[config.mk]
export PLATFORM = sky130hd
export DESIGN_NAME = bounded_deque_with_search
export DESIGN_NICKNAME = d
export VERILOG_FILES = /design/src/design/bdq_pkg.sv /design/src/design/bdq_cell.sv /design/src/design/bounded_deque_with_search.sv
export SDC_FILE = /design/constraint.sdc
export NUM_CORES = 2
export LEC_CHECK = 0
export ABC_AREA = 0
export ABC_CLOCK_PERIOD_IN_PS = 18050
export BUFFER_PORTS_ARGS = -buffer_cell sky130_fd_sc_hd__buf_4
export CORE_MARGIN = 4
export CORE_UTILIZATION = 40
export DETAILED_ROUTE_END_ITERATION = 8
export MAX_ROUTING_LAYER = met4
export SLEW_MARGIN = 15
export SYNTH_ARGS = -nofsm -noshare
export SYNTH_HDL_FRONTEND = slang
export SYNTH_HIERARCHICAL = 1
export SYNTH_SLANG_ARGS = --single-unit
export TNS_END_PERCENT = 100
[constraint.sdc]
create_clock -name aclk -period 18.05 [get_ports aclk]
set_clock_uncertainty 0.2 [all_clocks]
set_input_delay 0 -clock aclk [delete_from_list [all_inputs] [get_ports aclk]]
set_output_delay 0 -clock aclk [all_outputs]
set_load 0.02 [all_outputs]
[src/design/bdq_pkg.sv]
// Shared types and constants for the bounded deque with search.
package bdq_pkg;

    // Store geometry
    localparam int DEPTH      = 16;
    localparam int DATA_WIDTH = 32;
    localparam int CNT_W      = $clog2(DEPTH + 1);
    localparam int IDX_W      = (DEPTH > 1) ? $clog2(DEPTH) : 1;

    // Fixed field widths on the stream ports
    localparam int OP_W      = 3;
    localparam int VALUE_W   = 32;
    localparam int DOUT_W    = 32;
    localparam int STATUS_W  = 2;
    localparam int OCC_W     = 5;
    localparam int S_TDATA_W = 40;
    localparam int M_TDATA_W = 40;

    typedef logic [DATA_WIDTH-1:0] data_t;
    typedef logic [CNT_W-1:0]      cnt_t;

    // Operation codes; codes 6 and 7 are no-ops
    typedef enum logic [OP_W-1:0] {
        OP_PUSH_FRONT = 3'd0,
        OP_PUSH_BACK  = 3'd1,
        OP_POP_FRONT  = 3'd2,
        OP_POP_BACK   = 3'd3,
        OP_REMOVE     = 3'd4,
        OP_SEARCH     = 3'd5
    } op_t;

    typedef enum logic [STATUS_W-1:0] {
        ST_OK    = 2'd0,
        ST_EMPTY = 2'd1,
        ST_FULL  = 2'd2
    } status_t;

    // What a cell loads at the next edge
    typedef enum logic [1:0] {
        ACT_HOLD,
        ACT_LOAD,
        ACT_FROM_LEFT,
        ACT_FROM_RIGHT
    } cell_act_t;

    // Command broadcast to every cell
    typedef struct packed {
        logic en;
        op_t  op;
        logic full;
        logic empty;
    } cell_ctrl_t;

endpackage

[src/design/bdq_cell.sv]
// One storage cell of the deque chain: holds an entry, compares it, shifts with neighbors.
module bdq_cell (
    input  logic               aclk,
    input  bdq_pkg::cell_ctrl_t ctrl,
    input  bdq_pkg::data_t     key,
    input  bdq_pkg::data_t     left_data,
    input  bdq_pkg::data_t     right_data,
    input  logic               occupied,
    input  logic               at_tail,
    input  logic               hit_in,
    output bdq_pkg::data_t     data,
    output logic               match,
    output logic               hit_out
);

    bdq_pkg::data_t    data_reg;
    bdq_pkg::data_t    data_next;
    bdq_pkg::cell_act_t act;

    // Compare and priority chain: hit_out marks this cell or any cell ahead of it
    assign match   = occupied && (data_reg == key);
    assign hit_out = hit_in || match;
    assign data    = data_reg;

    // Per-cell action decode
    always_comb begin
        act = bdq_pkg::ACT_HOLD;
        if (ctrl.en) begin
            case (ctrl.op)
                bdq_pkg::OP_PUSH_FRONT: begin
                    if (!ctrl.full) act = bdq_pkg::ACT_FROM_LEFT;
                end
                bdq_pkg::OP_PUSH_BACK: begin
                    if (!ctrl.full && at_tail) act = bdq_pkg::ACT_LOAD;
                end
                bdq_pkg::OP_POP_FRONT: begin
                    if (!ctrl.empty) act = bdq_pkg::ACT_FROM_RIGHT;
                end
                bdq_pkg::OP_REMOVE: begin
                    // cells at and behind the first match close the gap
                    if (hit_out) act = bdq_pkg::ACT_FROM_RIGHT;
                end
                default: act = bdq_pkg::ACT_HOLD;
            endcase
        end
    end

    // Next entry select
    always_comb begin
        case (act)
            bdq_pkg::ACT_LOAD:       data_next = key;
            bdq_pkg::ACT_FROM_LEFT:  data_next = left_data;
            bdq_pkg::ACT_FROM_RIGHT: data_next = right_data;
            default:                 data_next = data_reg;
        endcase
    end

    // Entry register; payload only, no reset
    always_ff @(posedge aclk) begin
        data_reg <= data_next;
    end

endmodule

[src/design/bounded_deque_with_search.sv]
// Top level of the bounded deque with search: cell chain, count and result register.
//
//  Channel | Ports                         | Payload (low bit first)
//  --------+-------------------------------+-------------------------------------------
//  input   | s_tvalid s_tready s_tdata[40] | op[2:0] value[34:3] zero[39:35]
//  result  | m_tvalid m_tready m_tdata[40] | data_out[31:0] found[32] status[34:33]
//          |                               | occupancy[39:35]
//
//  One transfer per cycle while s_tready is high; its result is registered.
//  Each cycle is bounded by the cell compare and the first-match chain through all cells.
//  Reset clears the entry count and the output valid; entries need no clearing.
//  A stalled result holds m_tdata; s_tready stays high while the result register can drain.
module bounded_deque_with_search (
    input  logic                          aclk,
    input  logic                          aresetn,
    input  logic                          s_tvalid,
    output logic                          s_tready,
    input  logic [bdq_pkg::S_TDATA_W-1:0] s_tdata,  // op[2:0], value[34:3], zero pad
    output logic                          m_tvalid,
    input  logic                          m_tready,
    output logic [bdq_pkg::M_TDATA_W-1:0] m_tdata   // data_out, found, status, occupancy
);

    localparam int D = bdq_pkg::DEPTH;

    logic                 s_xfer;
    bdq_pkg::op_t         op;
    logic [bdq_pkg::VALUE_W-1:0] value;
    bdq_pkg::data_t       key;
    bdq_pkg::cell_ctrl_t  ctrl;

    bdq_pkg::cnt_t        count_reg;
    bdq_pkg::cnt_t        count_next;
    logic                 full;
    logic                 empty;

    bdq_pkg::data_t       cell_data [D];
    logic [D-1:0]         cell_match;
    logic [D:0]           hit_chain;
    logic [D-1:0]         occupied;
    logic [D-1:0]         at_tail;

    logic [bdq_pkg::IDX_W-1:0] back_idx;
    bdq_pkg::data_t       pop_data;
    logic [bdq_pkg::DOUT_W-1:0] data_out;
    logic                 found;
    bdq_pkg::status_t     status;

    logic                          m_tvalid_reg;
    logic                          m_tvalid_next;
    logic [bdq_pkg::M_TDATA_W-1:0] m_tdata_reg;

    // Handshake
    assign s_tready = !m_tvalid_reg || m_tready;
    assign s_xfer   = s_tvalid && s_tready;
    assign op       = bdq_pkg::op_t'(s_tdata[bdq_pkg::OP_W-1:0]);
    assign value    = s_tdata[bdq_pkg::OP_W +: bdq_pkg::VALUE_W];
    assign key      = value[bdq_pkg::DATA_WIDTH-1:0];

    assign full  = (count_reg == bdq_pkg::CNT_W'(D));
    assign empty = (count_reg == '0);

    assign ctrl.en    = s_xfer;
    assign ctrl.op    = op;
    assign ctrl.full  = full;
    assign ctrl.empty = empty;

    assign hit_chain[0] = 1'b0;

    // Cell chain; cell 0 is the front, its left neighbor is the pushed value
    for (genvar i = 0; i < D; i++) begin : g_cell
        assign occupied[i] = (bdq_pkg::CNT_W'(i) < count_reg);
        assign at_tail[i]  = (bdq_pkg::CNT_W'(i) == count_reg);

        bdq_cell u_cell (
            .aclk       (aclk),
            .ctrl       (ctrl),
            .key        (key),
            .left_data  ((i == 0) ? key : cell_data[(i == 0) ? 0 : i - 1]),
            .right_data ((i == D - 1) ? '0 : cell_data[(i == D - 1) ? i : i + 1]),
            .occupied   (occupied[i]),
            .at_tail    (at_tail[i]),
            .hit_in     (hit_chain[i]),
            .data       (cell_data[i]),
            .match      (cell_match[i]),
            .hit_out    (hit_chain[i+1])
        );
    end

    // Back entry select for pop back
    assign back_idx = bdq_pkg::IDX_W'(count_reg - 1'b1);

    // Result and next count
    always_comb begin
        count_next = count_reg;
        pop_data   = '0;
        found      = 1'b0;
        status     = bdq_pkg::ST_OK;
        case (op)
            bdq_pkg::OP_PUSH_FRONT,
            bdq_pkg::OP_PUSH_BACK: begin
                if (full) status = bdq_pkg::ST_FULL;
                else      count_next = count_reg + 1'b1;
            end
            bdq_pkg::OP_POP_FRONT: begin
                if (empty) begin
                    status = bdq_pkg::ST_EMPTY;
                end else begin
                    pop_data   = cell_data[0];
                    count_next = count_reg - 1'b1;
                end
            end
            bdq_pkg::OP_POP_BACK: begin
                if (empty) begin
                    status = bdq_pkg::ST_EMPTY;
                end else begin
                    pop_data   = cell_data[back_idx];
                    count_next = count_reg - 1'b1;
                end
            end
            bdq_pkg::OP_REMOVE: begin
                found = hit_chain[D];
                if (hit_chain[D]) count_next = count_reg - 1'b1;
            end
            bdq_pkg::OP_SEARCH: begin
                found = hit_chain[D];
            end
            default: begin
                count_next = count_reg;
            end
        endcase
    end

    assign data_out = bdq_pkg::DOUT_W'(pop_data);

    // Count register
    always_ff @(posedge aclk) begin
        if (!aresetn) begin
            count_reg <= '0;
        end else if (s_xfer) begin
            count_reg <= count_next;
        end
    end

    // Output register
    always_comb begin
        m_tvalid_next = m_tvalid_reg;
        if (s_xfer)        m_tvalid_next = 1'b1;
        else if (m_tready) m_tvalid_next = 1'b0;
    end

    always_ff @(posedge aclk) begin
        if (!aresetn) begin
            m_tvalid_reg <= 1'b0;
        end else begin
            m_tvalid_reg <= m_tvalid_next;
        end
    end

    always_ff @(posedge aclk) begin
        if (s_xfer) begin
            m_tdata_reg <= {bdq_pkg::OCC_W'(count_next), status, found, data_out};
        end
    end

    assign m_tvalid = m_tvalid_reg;
    assign m_tdata  = m_tdata_reg;

    // Checks
    a_count_bound: assert property (@(posedge aclk) disable iff (!aresetn)
        count_reg <= bdq_pkg::CNT_W'(D))
        else $error("entry count above depth");

    a_occ_tracks: assert property (@(posedge aclk) disable iff (!aresetn)
        s_xfer |=> (m_tdata[39:35] == bdq_pkg::OCC_W'(count_reg)))
        else $error("reported occupancy differs from entry count");

    a_full_refused: assert property (@(posedge aclk) disable iff (!aresetn)
        s_xfer && full && (op == bdq_pkg::OP_PUSH_FRONT || op == bdq_pkg::OP_PUSH_BACK)
        |=> (count_reg == $past(count_reg)) && (m_tdata[34:33] == bdq_pkg::ST_FULL))
        else $error("push on full store changed the store");

    a_pop_shrinks: assert property (@(posedge aclk) disable iff (!aresetn)
        s_xfer && !empty && (op == bdq_pkg::OP_POP_FRONT || op == bdq_pkg::OP_POP_BACK)
        |=> (count_reg == $past(count_reg) - 1'b1))
        else $error("pop did not drop one entry");

    a_hit_any: assert property (@(posedge aclk) disable iff (!aresetn)
        hit_chain[D] == (|cell_match))
        else $error("first-match chain disagrees with cell compares");

endmodule

Word level (Yosys, flattened, before mapping)
Index checks and enable logic that the tools add are counted.

Bits in writable memories: 0. ROM bits: 0. Memories kept: 0. Flip-flop bits (word level): 558. Latch bits: 0. Bits of input ports: 44. Word-level logic and storage cells: 296. Output and inout bits: 42.

Shift-type cells: 0. Add/subtract/negate cells: 2. Magnitude comparators: 17. Reduce and logical (&&, ||, !) cells: 74. Divide/modulo/power cells: 0. Muxes and demuxes: 97. Multiply operators: 0. Equality and inequality tests: 85. Bitwise gates (word level): 1.

Operators by type and width (number): $pmux W32 S3 (15); $eq A32 B32 Y1 (16); $bmux W32 S4 (1); $mux W32 (4); $pmux W2 S4 (16); $pmux W32 S2 (2); $mux W2 (35); $eq A2 B2 Y1 const B (32); $reduce_bool A3 Y1 (15); $eq A4 B5 Y1 const A (8); $lt A4 B5 Y1 const A (8); $logic_and A1 B1 Y1 (33); $eq A2 B1 Y1 const B (16); $eq A3 B5 Y1 const A (4); $lt A3 B5 Y1 const A (4); $mux W1 (19); $logic_or A1 B1 Y1 (16); $mux W5 (3); $pmux W5 S3 (1); $eq A2 B5 Y1 const A (2); $lt A1 B5 Y1 const A (2); $lt A2 B5 Y1 const A (2); $reduce_or A2 Y1 (4); $eq A3 B2 Y1 const B (2); other kinds (13) (16).

Logic depth before layout (Yosys ltp)
Depth after elaboration: 22. Depth in mapped cells: 59. Gate-level depth less buffers: 40.

By module
The synthesis kept the hierarchy.

By module, submodules not included: bdq_cell (seq. area each 960.9 µm², cells an instance 270, instances 16, area an instance 2588.7 µm²); bounded_deque_with_search (seq. area each 1321.3 µm², cells an instance 594, instances 1, area an instance 6531.3 µm²).

Worst setup path after synthesis
No wires, ideal clock.

Path type: register to register. Start point: reg count_reg[2]. End point: reg g_cell[15].u_cell.data_reg[0], enable pin. Library setup time: 395 ps. Data required time: 17455 ps. Path slack: 6213 ps. Clock period less this slack: 11837 ps. Cell stages (with the launch flop): 57. Data arrival time: 11242 ps. Path buffers: 19. Path through: dfxtp_1 -> buf_6 -> clkbuf_1 -> clkbuf_1 -> nor3_1 -> nand2_1 -> and2_0 -> and4_1 -> a41oi_2 -> buf_2 -> inv_1 -> a41oi_2 -> buf_2 -> inv_1 -> a41oi_2 -> buf_2 -> inv_1 -> a41oi_2 -> [... 21 more ...] -> buf_2 -> inv_1 -> a41oi_2 -> buf_2 -> inv_1 -> a41oi_2 -> buf_2 -> inv_1 -> a41oi_2 -> buf_2 -> inv_1 -> a41oi_2 -> buf_2 -> inv_1 -> a41oi_2 -> buf_2 -> o31ai_2 -> o311a_1.

Cells in the longest elaborated chain, start to end: 22. Elaborated cells on any way between the ends: 62. Those cells by class: 16 x order compare; 5 x eq/ne; 6 x mux; 35 x reduce/logical.

Ends and longest elaborated chain: from (decl) (RTL line bounded_deque_with_search.sv:32) `bdq_pkg::cnt_t count_reg;`; from (signal assigned) (RTL line bounded_deque_with_search.sv:141) `count_reg <= count_next;`; $lt A1 B5 Y1 * (RTL line bounded_deque_with_search.sv:72) `assign occupied[i] = (bdq_pkg::CNT_W'(i) < count_reg);`; net occupied[0] (RTL line bounded_deque_with_search.sv:40) `logic [D-1:0] occupied;`; $logic_and A1 B1 Y1 * (RTL line bdq_cell.sv:21) `assign match = occupied && (data_reg == key);`; net hit_chain[1] (RTL line bounded_deque_with_search.sv:39) `logic [D:0] hit_chain;`; $logic_or A1 B1 Y1 * (RTL line bdq_cell.sv:22) `assign hit_out = hit_in || match;`; net hit_chain[2] (RTL line bounded_deque_with_search.sv:39); $logic_or A1 B1 Y1 * (RTL line bdq_cell.sv:22); net hit_chain[3] (RTL line bounded_deque_with_search.sv:39); [... 1 more ...]; net hit_chain[4] (RTL line bounded_deque_with_search.sv:39); [... 1 more ...]; net hit_chain[5] (RTL line bounded_deque_with_search.sv:39); [... 1 more ...]; net hit_chain[6] (RTL line bounded_deque_with_search.sv:39); [... 1 more ...]; net hit_chain[7] (RTL line bounded_deque_with_search.sv:39); [... 1 more ...]; net hit_chain[8] (RTL line bounded_deque_with_search.sv:39); [... 1 more ...]; net hit_chain[9] (RTL line bounded_deque_with_search.sv:39); [... 1 more ...]; net hit_chain[10] (RTL line bounded_deque_with_search.sv:39); [... 1 more ...]; net hit_chain[11] (RTL line bounded_deque_with_search.sv:39); [... 1 more ...]; net hit_chain[12] (RTL line bounded_deque_with_search.sv:39); [... 1 more ...]; net hit_chain[13] (RTL line bounded_deque_with_search.sv:39); [... 1 more ...]; net hit_chain[14] (RTL line bounded_deque_with_search.sv:39); $logic_or A1 B1 Y1 * (RTL line bdq_cell.sv:22); net hit_chain[15] (RTL line bounded_deque_with_search.sv:39); $logic_or A1 B1 Y1 * (RTL line bdq_cell.sv:22); $mux W2 * (RTL line bdq_cell.sv:41) `if (hit_out) act = bdq_pkg::ACT_FROM_RIGHT;`; $pmux W2 S4 * (RTL line bdq_cell.sv:29) `case (ctrl.op)`; $mux W2 * (RTL line bdq_cell.sv:28) `if (ctrl.en) begin`; $eq A2 B1 Y1 or $eq A2 B2 Y1 (tied branches) (RTL line bdq_cell.sv:50) `case (act)`; $reduce_bool A3 Y1 (no source line) *; to (signal assigned) (RTL line bdq_cell.sv:60) `data_reg <= data_next;`; to (decl) (RTL line bdq_cell.sv:16) `bdq_pkg::data_t data_reg;`.

The timed path passes the listed nets; every way through them passes the cells marked *. A chain may end at the register's enable or synchronous reset.

Worst setup path in the final report
Start point: reg count_reg[0]. End point: reg count_reg[1].

Cells in the longest elaborated chain, start to end: 19. Elaborated cells on any way between the ends: 55. Those cells by class: 2 x add/sub; 16 x order compare; 1 x eq/ne; 4 x mux; 32 x reduce/logical.

Ends and longest elaborated chain: $lt A1 B5 Y1 (RTL line bounded_deque_with_search.sv:72); net occupied[1] (RTL line bounded_deque_with_search.sv:40); $logic_and A1 B1 Y1 (RTL line bdq_cell.sv:21); $logic_or A1 B1 Y1 (RTL line bdq_cell.sv:22); net hit_chain[2] (RTL line bounded_deque_with_search.sv:39); $logic_or A1 B1 Y1 (RTL line bdq_cell.sv:22); net hit_chain[3] (RTL line bounded_deque_with_search.sv:39); $logic_or A1 B1 Y1 (RTL line bdq_cell.sv:22); net hit_chain[4] (RTL line bounded_deque_with_search.sv:39); [... 1 more ...]; net hit_chain[5] (RTL line bounded_deque_with_search.sv:39); [... 1 more ...]; net hit_chain[6] (RTL line bounded_deque_with_search.sv:39); [... 1 more ...]; net hit_chain[7] (RTL line bounded_deque_with_search.sv:39); [... 1 more ...]; net hit_chain[8] (RTL line bounded_deque_with_search.sv:39); [... 1 more ...]; net hit_chain[9] (RTL line bounded_deque_with_search.sv:39); [... 1 more ...]; net hit_chain[10] (RTL line bounded_deque_with_search.sv:39); [... 1 more ...]; net hit_chain[11] (RTL line bounded_deque_with_search.sv:39); [... 1 more ...]; net hit_chain[12] (RTL line bounded_deque_with_search.sv:39); [... 1 more ...]; net hit_chain[13] (RTL line bounded_deque_with_search.sv:39); $logic_or A1 B1 Y1 (RTL line bdq_cell.sv:22); net hit_chain[14] (RTL line bounded_deque_with_search.sv:39); $logic_or A1 B1 Y1 (RTL line bdq_cell.sv:22); net hit_chain[15] (RTL line bounded_deque_with_search.sv:39); $logic_or A1 B1 Y1 (RTL line bdq_cell.sv:22); net hit_chain[16] (RTL line bounded_deque_with_search.sv:39); $mux W5 (RTL line bounded_deque_with_search.sv:123) `if (hit_chain[D]) count_next = count_reg - 1'b1;`; $pmux W5 S3 (RTL line bounded_deque_with_search.sv:99) `case (op)`.

The timed path passes the listed nets, and every way through them passes these cells.

==> metrics.txt <==
die area=125000 um^2; antenna violations before repair=15; Leak=17.4 nW; GPL Wtd Cong=1.00; clk sinks=558; setup TNS=0 ns; global route overflow=0; RSZ-0062 raised after global routing=no; layout cells sized above 1=14.0%; maximum VDD drop=0.0000641 V; First-pass DRT Iterations=8; Worst Reg2Reg Path Length in Cells=48; DRT Wirelength=241000 um; final hold vios=0; post-route DRC violation count=0; final setup margin=5.64 ns; minimum clock period=12.41 ns; Max Used Layer=met4; Longest Clk Path Bufs=3; Layout Nets=4766; Setup-failing EPs final=0; CTS tree=built; Max stage delay cell, worst path=dfxtp_4; die width=354 um; die span in y=354 um; Yosys warning count=6; root buffer cell=clkbuf_16; cell row count=126; non-filler cells, final=6385; fmax=80.6 MHz; core area=118000 um^2; Filler cells=11300; Final Max Tran Viols=33; Max Cap Violations=0; Total GRT Usage=37.5%; Met1 Routed Length=89700 um; post-layout util=44.5%; Syn Area/Cell=9.76 um^2; outcome=complete, but fails checks; wire length on met2=103000 um; Post-Syn Instances=4898; dpl cells=6202; Min-Delay Path Depth=4; worst path required time=18.38 ns; failing checks=max-slew violations; number of global-route vias before repair=45300; # Post-CTS Setup Buffers=0; hold slack final=0.0779 ns; global-route wire length before repair=341000 um; Startpoint Class=flop; met3 WL=30400 um; io pins=86; H-tree levels=3; worst hold path class=input pin to flop; initial core utilization=40.4%; number of CTS-inserted buffers=73; initial DRC count=8534; Power Density=82.5 nW/um^2; Final period util=68.8%; CP Capture Type=flop; DR vias=49200; CP max FO=36; max FFs per register=512; Worst path max stage delay=0.81 ns; Worst-Margin Slew=4.42 ns; worst-skew pair later-pin latency=0.67 ns; Placement Setup Slack=6.68 ns; sequential cell area=16700 um^2; DP Wirelength=163000 um; cell area after synthesis=47800 um^2; # port buffers=80; Vias/cell=7.71; Slew Limit Headroom=-197%; CP Data Arrival Time=12.74 ns; Detail Route Antenna Nets=0; CTS clk-pin slew, worst paths=0.06 ns; Multi-input gate area=28700 um^2; Avg WL per Cell=37.7 um; largest net degree at the start of global routing=116; Layout area overhead=10.3%; CP Class=flop to flop
per-stage QoR:
stage	power, mW	cell area (um^2)
after floorplan	2.27	47900
final	4.35	52700
after global placement	2.75	49800
after detailed placement	2.76	49900
after CTS	4.30	52700
after global routing	4.44	52700
routing by layer:
| layer | track usage (%) | vias to the layer above |
|---|---|---|
| li1 | - | 20000 |
| met1 | 47.7 | 24200 |
| met2 | 53.6 | 4114 |
| met3 | 10.0 | 852 |
| met4 | 22.0 | 0 |
| met5 | - | - |
layout make-up:
cell class                      instances  area share (%)
Multi-Input combinational cell       3695            54.4
Inverter                               57           0.415
Clock inverter                         37           0.722
Clock buffer                           92            3.84
Timing Repair Buffer                  333            5.06
Sequential cell                       558            31.7
Antenna cell                           13          0.0617
Tap cell                             1600            3.80
repair_timing:
| action | 4_1_cts | 5_1_grt |
|---|---|---|
| hold endpoints to repair | 225 | 0 |
| endpoints found under the setup margin | 0 | 0 |
| hold buffers | 41 | 0 |
| resized for setup | 0 | 0 |
worst paths after layout:
check,slack [ns],startpoint,to
worst max-delay path,5.64,count_reg[0]$_SDFFE_PN0P_,count_reg[1]$_SDFFE_PN0P_
worst min-delay path,0.08,aresetn,count_reg[3]$_SDFFE_PN0P_
worst max register to register,5.64,count_reg[0]$_SDFFE_PN0P_,count_reg[1]$_SDFFE_PN0P_
worst min register to register,0.58,g_cell[15].u_cell/data[13]$_DFFE_PP_,g_cell[14].u_cell/data[13]$_DFFE_PP_
critical path, delay by kind of cell (launching register included):
family / cells / cell delay (ns)
buf+inv: 24 / 5.94
compound gates: 19 / 4.17
simple gates: 4 / 0.83
flops: 1 / 0.81
fa+ha+maj: 1 / 0.27
power breakdown:
| part | switching, mW | leakage (nW) | internal [mW] |
|---|---|---|---|
| Combinational | 0.782 | 11.1 | 0.364 |
| Sequential | 0.131 | 5.18 | 1.53 |
| Clock | 0.639 | 1.17 | 0.905 |
| Total | 1.55 | 17.4 | 2.80 |
cell usage in the layout, fill, tap and decap left out, drive strengths merged, types with 4 or more instances in the layout:
cell type and instances:
o221ai 514, nor2 79, or4 33, dlygate4sd3 41, bufinv 8, nor3b 33
conb 35, nand2b 22, buf 292, nor2b 49, o311a 16, a21boi 18
nand2 30, ha 4, nand3b 32, o31ai 529, nand4b 17, nor4 161
a31oi 529, and2 34, and4 16, nand4 17, inv 58, a21oi 87
a211oi 17, clkbuf 92, o21ai 70, or2 17, nor3 534, nand3 85
xor2 449, diode 13, clkinv 25, dfxtp 6, mux4 128, xnor2 67
a41oi 16, edfxtp 552, a211o 32
No activity file was read; power rests on OpenSTA's default activity.
